## src/rtl/jslt_pkg.sv

```systemverilog
// ----------------------------------------------------------------------------
// jslt_pkg
// Shared types and constants for the job slot lifecycle table.
// ----------------------------------------------------------------------------
`default_nettype none

package jslt_pkg;

  localparam int unsigned IdW = 32;
  localparam logic [2:0]  ActiveMax = 3'd7;

  typedef enum logic [2:0] {
    CMD_ENQUEUE = 3'd0,
    CMD_ADVANCE = 3'd1,
    CMD_RELEASE = 3'd2,
    CMD_PAUSE   = 3'd3,
    CMD_RESUME  = 3'd4
  } cmd_e;

  typedef enum logic [2:0] {
    ST_QUEUED   = 3'd0,
    ST_SCOPE    = 3'd1,
    ST_DUP      = 3'd2,
    ST_RUN      = 3'd3,
    ST_APPROVAL = 3'd4,
    ST_DONE     = 3'd5,
    ST_FAILED   = 3'd6,
    ST_PAUSED   = 3'd7
  } stage_e;

  typedef struct packed {
    cmd_e           cmd;
    logic [IdW-1:0] job_id;
  } req_t;

  typedef struct packed {
    logic           ok;
    logic [IdW-1:0] assigned_id;
    stage_e         stage_after;
    logic [2:0]     jobs_active;
  } res_t;

endpackage

`default_nettype wire

```

## src/rtl/job_slot_lifecycle_table.sv

```systemverilog
// ----------------------------------------------------------------------------
// job_slot_lifecycle_table
// Result path: input register, then the slot lookup/update, in which all slots
//   compare and update at once, into the result register.
// Throughput: one request per cycle while the result is not stalled.
// Reset: all slots free, id counter at 1, no request or result pending.
// ----------------------------------------------------------------------------
`default_nettype none

module job_slot_lifecycle_table #(
  parameter int unsigned SLOT_COUNT = 5
) (
  input  logic        clk_i,
  input  logic        rst_ni,
  input  logic        req_valid_i,
  output logic        req_stall_o,
  input  logic [2:0]  command_i,
  input  logic [31:0] job_id_i,
  output logic        res_valid_o,
  input  logic        res_stall_i,
  output logic        ok_o,
  output logic [31:0] assigned_id_o,
  output logic [2:0]  stage_after_o,
  output logic [2:0]  jobs_active_o
);
  import jslt_pkg::*;

  logic req_vld_q, req_vld_d;
  req_t req_q;
  logic res_vld_q, res_vld_d;
  res_t res_q, res_d;
  logic fire, accept;

  assign fire        = req_vld_q && (!res_vld_q || !res_stall_i);
  assign req_stall_o = req_vld_q && !fire;
  assign accept      = req_valid_i && !req_stall_o;
  assign req_vld_d   = accept || (req_vld_q && !fire);
  assign res_vld_d   = fire || (res_vld_q && res_stall_i);

  jslt_slots #(
    .SLOT_COUNT(SLOT_COUNT)
  ) u_slots (
    .clk_i (clk_i),
    .rst_ni(rst_ni),
    .fire_i(fire),
    .req_i (req_q),
    .res_o (res_d)
  );

  always_ff @(posedge clk_i or negedge rst_ni) begin
    if (!rst_ni) begin
      req_vld_q <= 1'b0;
      res_vld_q <= 1'b0;
    end else begin
      req_vld_q <= req_vld_d;
      res_vld_q <= res_vld_d;
    end
  end

  always_ff @(posedge clk_i) begin
    if (accept) begin
      req_q.cmd    <= cmd_e'(command_i);
      req_q.job_id <= job_id_i;
    end
    if (fire) begin
      res_q <= res_d;
    end
  end

  assign res_valid_o   = res_vld_q;
  assign ok_o          = res_q.ok;
  assign assigned_id_o = res_q.assigned_id;
  assign stage_after_o = res_q.stage_after;
  assign jobs_active_o = res_q.jobs_active;

endmodule

`default_nettype wire

```

## src/rtl/jslt_slots.sv

```systemverilog
// ----------------------------------------------------------------------------
// jslt_slots
// Slot table state and the combinational update for one request.
// ----------------------------------------------------------------------------
`default_nettype none

module jslt_slots #(
  parameter int unsigned SLOT_COUNT = 5
) (
  input  logic           clk_i,
  input  logic           rst_ni,
  input  logic           fire_i,
  input  jslt_pkg::req_t req_i,
  output jslt_pkg::res_t res_o
);
  import jslt_pkg::*;

  localparam int unsigned CntW = $clog2(SLOT_COUNT + 1);

  logic [SLOT_COUNT-1:0] used_q, used_d;
  logic [IdW-1:0]        id_q [SLOT_COUNT];
  stage_e                stage_q [SLOT_COUNT];
  stage_e                stage_d [SLOT_COUNT];
  logic [IdW-1:0]        ctr_q, ctr_d;
  logic [CntW-1:0]       cnt_q, cnt_d;

  logic [SLOT_COUNT-1:0] free, free_oh, match, hit_oh;
  logic [2:0]            hit_st, adv_st;
  logic [CntW+2:0]       cnt_ext;

  always_comb begin
    free    = ~used_q;
    // lowest set bit
    free_oh = free & (~free + SLOT_COUNT'(1));
    for (int i = 0; i < SLOT_COUNT; i++) begin
      match[i] = used_q[i] && (id_q[i] == req_i.job_id);
    end
    hit_oh = match & (~match + SLOT_COUNT'(1));
    hit_st = 3'd0;
    for (int i = 0; i < SLOT_COUNT; i++) begin
      if (hit_oh[i]) begin
        hit_st = hit_st | stage_q[i];
      end
    end
    adv_st = hit_st + 3'd1;
  end

  always_comb begin
    used_d  = used_q;
    stage_d = stage_q;
    ctr_d   = ctr_q;
    cnt_d   = cnt_q;
    res_o.ok          = 1'b0;
    res_o.assigned_id = '0;
    res_o.stage_after = ST_QUEUED;
    case (req_i.cmd)
      CMD_ENQUEUE: begin
        if (|free) begin
          used_d = used_q | free_oh;
          for (int i = 0; i < SLOT_COUNT; i++) begin
            if (free_oh[i]) begin
              stage_d[i] = ST_QUEUED;
            end
          end
          res_o.assigned_id = ctr_q;
          res_o.ok          = 1'b1;
          ctr_d = ctr_q + IdW'(1);
          cnt_d = cnt_q + CntW'(1);
        end
      end
      CMD_ADVANCE: begin
        if (|hit_oh) begin
          res_o.stage_after = stage_e'(hit_st);
          if (hit_st <= ST_APPROVAL) begin
            for (int i = 0; i < SLOT_COUNT; i++) begin
              if (hit_oh[i]) begin
                stage_d[i] = stage_e'(adv_st);
              end
            end
            res_o.stage_after = stage_e'(adv_st);
            res_o.ok          = 1'b1;
          end
        end
      end
      CMD_RELEASE: begin
        if (|hit_oh) begin
          res_o.stage_after = stage_e'(hit_st);
          if (hit_st == ST_DONE || hit_st == ST_FAILED) begin
            used_d   = used_q & ~hit_oh;
            cnt_d    = cnt_q - CntW'(1);
            res_o.ok = 1'b1;
          end
        end
      end
      CMD_PAUSE: begin
        for (int i = 0; i < SLOT_COUNT; i++) begin
          if (used_q[i] && stage_q[i] == ST_RUN) begin
            stage_d[i] = ST_PAUSED;
          end
        end
        res_o.ok = 1'b1;
      end
      CMD_RESUME: begin
        for (int i = 0; i < SLOT_COUNT; i++) begin
          if (used_q[i] && stage_q[i] == ST_PAUSED) begin
            stage_d[i] = ST_RUN;
          end
        end
        res_o.ok = 1'b1;
      end
      default: begin
      end
    endcase
    // count saturates at the field maximum for large tables
    cnt_ext = {3'b000, cnt_d};
    if (cnt_ext > (CntW + 3)'(ActiveMax)) begin
      res_o.jobs_active = ActiveMax;
    end else begin
      res_o.jobs_active = cnt_ext[2:0];
    end
  end

  always_ff @(posedge clk_i or negedge rst_ni) begin
    if (!rst_ni) begin
      used_q <= '0;
      ctr_q  <= IdW'(1);
      cnt_q  <= '0;
    end else if (fire_i) begin
      used_q <= used_d;
      ctr_q  <= ctr_d;
      cnt_q  <= cnt_d;
    end
  end

  // slot payload is only read behind its used bit
  always_ff @(posedge clk_i) begin
    if (fire_i) begin
      for (int i = 0; i < SLOT_COUNT; i++) begin
        if (req_i.cmd == CMD_ENQUEUE && free_oh[i]) begin
          id_q[i] <= ctr_q;
        end
        stage_q[i] <= stage_d[i];
      end
    end
  end

endmodule

`default_nettype wire

```

## config.mk

```make
export PLATFORM = sky130hd
export DESIGN_NAME = job_slot_lifecycle_table
export DESIGN_NICKNAME = d
export VERILOG_FILES = /design/src/rtl/jslt_pkg.sv /design/src/rtl/job_slot_lifecycle_table.sv /design/src/rtl/jslt_slots.sv
export SDC_FILE = /design/constraint.sdc
export NUM_CORES = 1
export LEC_CHECK = 0
export ABC_AREA = 0
export BUFFER_PORTS_ARGS = -buffer_cell sky130_fd_sc_hd__buf_2
export CORE_MARGIN = 5
export CORE_UTILIZATION = 50
export CTS_BUF_LIST = sky130_fd_sc_hd__clkbuf_8
export CTS_CLUSTER_DIAMETER = 80
export CTS_CLUSTER_SIZE = 16
export DETAILED_ROUTE_END_ITERATION = 12
export PLACE_DENSITY = 0.7
export SETUP_SLACK_MARGIN = 0.15
export SLEW_MARGIN = 20
export SYNTH_ARGS = -nofsm -noshare
export SYNTH_HDL_FRONTEND = slang
export SYNTH_SLANG_ARGS = --single-unit
```

## constraint.sdc

```tcl
create_clock -name clk_i -period 24.2 [get_ports clk_i]
set_clock_uncertainty 0.1 [all_clocks]
set_input_delay 2.42 -clock clk_i [delete_from_list [all_inputs] [get_ports clk_i]]
set_output_delay 2.42 -clock clk_i [all_outputs]
set_load 0.005 [all_outputs]
```

Word level (Yosys, flattened, before mapping)
Memories as Yosys holds them, arrays and structs flattened.
Cells that the tools add are included.
{"block": "op_classes", "addsub": 6, "mul": 0, "div": 0, "magnitude_cmp": 1, "eq_ne": 46, "shifts": 0, "muxes": 74, "bitwise_logic": 12, "reduce_logical": 50}
{"cell": "32-bit equality test", "n": 5}
{"cell": "32-bit two-way mux", "n": 4}
{"cell": "32-bit OR reduction", "n": 4}
{"cell": "3-bit two-way mux", "n": 35}
{"cell": "15-bit case mux with 4 select lines", "n": 1}
{"cell": "2-bit by 1-bit inequality test with 1-bit output (second input constant)", "n": 25}
{"cell": "15-bit two-way mux", "n": 3}
{"cell": "9-bit AND reduction", "n": 5}
{"cell": "33-bit two-way mux", "n": 1}
{"cell": "32-bit by 1-bit adder with 32-bit output (second input constant)", "n": 1}
{"cell": "3-bit equality test (second input constant)", "n": 8}
{"cell": "1-bit logical AND", "n": 24}
{"cell": "1-bit two-way mux", "n": 23}
{"cell": "3-bit by 2-bit equality test with 1-bit output (second input constant)", "n": 7}
{"cell": "5-bit NOT", "n": 4}
{"cell": "5-bit AND", "n": 3}
{"cell": "5-bit two-way mux", "n": 3}
{"cell": "3-bit bitwise OR", "n": 4}
{"cell": "3-bit case mux with 2 select lines", "n": 2}
{"cell": "5-bit by 1-bit adder with 5-bit output (second input constant)", "n": 2}
{"cell": "5-bit case mux with 2 select lines", "n": 1}
{"cell": "5-bit OR reduction", "n": 2}
{"cell": "3-bit by 1-bit adder with 3-bit output (second input constant)", "n": 2}
{"cell": "5-bit bitwise OR", "n": 1}
{"cell": "13 further kinds", "n": 19}
{"block": "totals", "regBits": 131, "latchBits": 0, "mem_bits_rw": 160, "rom_bits": 0, "inputBits": 39, "out_inout_bits": 41, "elab_cells": 206, "mem_count": 1}
{"name": "u_slots.id_q", "words": 5, "word_bits": 32, "read_ports": 5, "rd_clocked_by_memory_dff": 0, "write_ports": 1, "line_no": "jslt_slots.sv:21", "text": "logic [IdW-1:0] id_q [SLOT_COUNT];"}

Depth between registers and ports, before layout
An unclocked memory read counts as a cell.
{"block": "logic_depth", "word_depth": 20, "ltp_mapped": 14, "mapped_depth_nobuf": 13}

Modules after synthesis
Synthesis repeated with hierarchy kept, for this count alone.
{"block": "hier_totals", "cells_unflattened": 855, "area_unflattened_um2": 12567.1}
{"module": "jslt_slots", "instances": 1, "cells_per_inst": 773, "area_each_um2": 10252.3, "seq_area_each_um2": 6257.3}
{"module": "job_slot_lifecycle_table", "instances": 1, "cells_per_inst": 82, "area_each_um2": 2314.7, "seq_area_each_um2": 2272.2}

Worst setup path before layout
No wires, ideal clock.
{"block": "synth_path", "path_kind": "input port to flip-flop", "startpoint": "in res_stall_i", "endpoint": "mem u_slots.id_q[1][0] (netlist: u_slots.id_q[0][32]), enable pin", "setup_ns": 0.502, "arrival_time_ns": 9.351, "t_required_ns": 23.598, "setup_slack_ns": 14.248, "cell_stages": 3, "path_buffers": 0, "cell_sequence": "a21boi_0 > nand2_1 > nor4_1"}
{"block": "synth_via", "elab_chain_cells": 10, "elab_cells_between_ends": 25}
{"item": "start, declared", "line_no": "job_slot_lifecycle_table.sv:20", "text": "input logic res_stall_i,"}
{"item": "1-bit zero test (*)", "line_no": "job_slot_lifecycle_table.sv:34", "text": "assign fire = req_vld_q && (!res_vld_q || !res_stall_i);"}
{"item": "1-bit logical OR (*)", "line_no": "job_slot_lifecycle_table.sv:34"}
{"item": "1-bit logical AND (*)", "line_no": "job_slot_lifecycle_table.sv:34"}
{"item": "1-bit two-way mux", "line_no": "jslt_slots.sv:137", "text": "if (fire_i) begin"}
{"item": "1-bit two-way mux (implied by the code)", "line_no": "jslt_slots.sv:140", "text": "id_q[i] <= ctr_q;"}
{"item": "32-bit OR reduction (no source line)"}
{"item": "3-bit two-way mux (no source line) or 1-bit two-way mux (tied branches) (4 in series)"}
{"item": "end, declared", "line_no": "jslt_slots.sv:21"}
Mark *: on every way between the ends. The rest lies on a longest branch, timed or not.

Final worst setup path
{"block": "layout_path", "startpoint": "in res_stall_i", "endpoint": "out req_stall_o"}
{"block": "layout_via", "elab_chain_cells": 5}
{"item": "1-bit zero test", "line_no": "job_slot_lifecycle_table.sv:34"}
{"item": "1-bit logical OR", "line_no": "job_slot_lifecycle_table.sv:34"}
{"item": "1-bit logical AND", "line_no": "job_slot_lifecycle_table.sv:34"}
{"item": "1-bit zero test", "line_no": "job_slot_lifecycle_table.sv:35", "text": "assign req_stall_o = req_vld_q && !fire;"}
{"item": "1-bit logical AND", "line_no": "job_slot_lifecycle_table.sv:35"}
{"item": "end, declared", "line_no": "job_slot_lifecycle_table.sv:16", "text": "output logic req_stall_o,"}
Every way passes these cells.

==> qor.yml <==
r2r-end: "u_slots.stage_q[10]"
synthesis.nets: 888
rsz0062_at_grt: "false"
fillers: 1963
numPlacedInstances: 1210
diodes: 0
numCtsBuffers: 22
hold_end: "res_valid_o"
regArea_sq_um: 8530
crit_type: "in2out"
setup_viol: 0
holdBufCountCts: 0
core_sq_um: 24300
first_pass_iters: 5
start_util_pct: 50.9
wl_per_cell_microns: 22.5
grt-ovfl-total: 0
rows: 57
hold_depth: 1
stdcell_count: 1250
port_buffers: 79
dieHeight_microns: 167
maxSlewViolCount: 0
drive_above_1_share_pct: 14.8
clock_tree.root_cell: "clkbuf_8"
tritoncts: "built"
peakVddDrop_mv: 0.0544
multi_input_area_sq_um: 3600
clkSinkCount: 291
num_vias: 6910
syn_inst: 842
seq_power_share_pct: 66.0
switching_power_mw: 0.224
p_per_area_nw_per_um2: 67.6
place_congestion: 0.862
crit_fanout: 3
setup_tns_ns: 0
drt_iter0_drc: 584
final_nets: 956
ys_seq_area_share_pct: 68.9
yosys-top-cells-area: "edfxtp_1 60%, dfrtp_1 8.3%, xnor2_1 7.5%, xor2_1 6.3%, and2_1 1.9%"
hold_viol: 0
hp-start: "req_vld_q"
fp.dieArea_sq_um: 28000
grtUsageTotal_pct: 19.9
post_cts_buffers: 0
area_growth_pct: 8.46
startpoint: "res_stall_i"
power.internal_mw: 0.684
synth-seq-cells: 291
worst_pin_slew_ns: 0.998
ff2ff_path_depth: 12
syn_area_per_cell_sq_um: 14.7
cp.required_ns: 21.68
max_slew_margin_pct: 32.8
yosys_warnings: 0
grt_pass1_vias: 6757
p_comb_share_pct: 7.3
synth_edf_count: 249
leakagePower_nw: 5.01
utilization_pct: 55.2
synth.distinct_cells: 56
synthArstFlopShare_pct: 14.4
post-dp-hpwl_microns: 19700
yosysTopAreaCell: "edfxtp_1"
clk_pin_slew_ns: 0.09
worstPathArrival_ns: 2.84
netlist_area_sq_um: 12400
cts-resized-gates: 0
status: "complete, no violations"
drv_cap: 0
grt_max_degree: 43
cp-start-kind: "primary input"
die_x_microns: 167
clkPwrFrac_pct: 26.7
drc_errors: 0
max_freq_mhz: 187
final.period_utilization_pct: 22.1
routed_wl_microns: 28100
drtAntennaViolNets: 0
end_kind: "primary output"
hold_path.class: "reg2reg"
top_level_ports: 80
layout_common_cells: "249 x edfxtp_1, 106 x xnor2_1, 89 x xor2_1"
synth_top_area_share_pct: 60.4
cts_buffer_depth: 3
clk_latency_ns: 0.57
via_per_inst: 5.53
ys.flop_type: "edfxtp_1"
swShare_pct: 24.6
worstReg2RegStart: "req_q[23]"
grt_pass1_wl_microns: 42400
htreeDepth: 1
antenna_found_initial: 1
period_minus_slack_ns: 5.36
layout_commonest_cell: "edfxtp_1"
regToRegSetupSlack_ns: 19.52
cells by family after synthesis:
| kind of cell | Yosys count | synth area share, % |
|---|---|---|
| multiplexers | 5 | 0.455 |
| buffers and inverters | 53 | 2.32 |
| flip-flops | 291 | 68.9 |
| AND/OR/NAND/NOR | 231 | 10.4 |
| XOR/XNOR | 196 | 13.9 |
| adder cells (fa/ha/maj) | 7 | 0.708 |
| AO/OA/AOI/OAI | 59 | 3.25 |
worst max path at each step:
| stage | endpoint | cells past startpoint |
|---|---|---|
| 2_1_floorplan | u_slots.id_q[0][32] | 3 |
| 3_3_place_gp | req_stall_o | 4 |
| 3_5_place_dp | req_stall_o | 4 |
| 4_1_cts | req_stall_o | 4 |
| 5_1_grt | req_stall_o | 4 |
| 6_report | req_stall_o | 4 |
state kept, by name, indices dropped and copies added (netlist names):
signal / cells
u_slots.ctr_q: 32
jobs_active_o: 3
u_slots.cnt_q: 3
res_valid_o: 1
u_slots.stage_q: 15
stage_after_o: 3
req_vld_q: 1
u_slots.id_q: 160
assigned_id_o: 32
req_q: 35
u_slots.used_q: 5
ok_o: 1
power by group through the flow:
stage          combinational [mW]  clock (mW)  sequential, mW
3_5_place_dp               0.0669           0           0.610
4_1_cts                    0.0671       0.250           0.599
2_1_floorplan              0.0523           0           0.591
5_1_grt                    0.0736       0.271           0.603
6_report                   0.0661       0.242           0.599
3_3_place_gp               0.0657           0           0.610
final cells by class:
class	instances	area share [%]
clock buffer	22	2.26
multi-input combinational	498	26.8
inverter	11	0.308
clock inverter	18	0.653
timing repair buffer	86	3.36
sequential	291	63.6
tap	324	3.02
synthesized netlist by cell type, drive strengths merged, types with 2 or more instances:
library cell  instances
and2                 38
nor4b                 2
inv                  11
nor4                 30
nor2                 24
edfxtp              249
a31oi                 5
o21bai                2
o21a                  3
a21oi                16
clkbuf               16
dfrtp                41
xor2                 90
mux2                  2
ha                    7
nor3                 14
xnor2               106
nand2                38
a211oi                2
or4                   2
a41oi                 2
nor2b                 4
buf                  26
a21o                  2
mux2i                 3
o21ai                15
o31ai                 2
nand4                31
and3                 20
nand3                21
or2                   3
a21boi                2
critical path, stage by stage:
cell	delay, ns
buf_2	0.13
nand3_1	0.11
inv_1	0.07
buf_2	0.10
routing by layer:
metal  vias to the layer above  part of all wire, %  routed length (microns)  global-route usage [%]
met5                         -                    0                        0                       0
met4                         0                  1.8                      497                    4.06
met3                        34                  5.8                     1640                    2.88
met2                       204                   47                    13400                    32.5
met1                      3491                   45                    12600                    29.0
li1                       3181                    -                        -                       -
through the flow:
stage,total power [mW],hold WS [ns],area [sq um],setup WS (ns)
floorplan,0.643,0.343,12400,14.25
global placement,0.676,0.378,13000,18.87
detailed placement,0.677,0.381,13000,18.85
CTS,0.917,0.405,13400,18.84
global route,0.947,0.424,13400,18.81
finish,0.908,0.401,13400,18.84
Note: power is estimated with default switching activity, not from simulation.
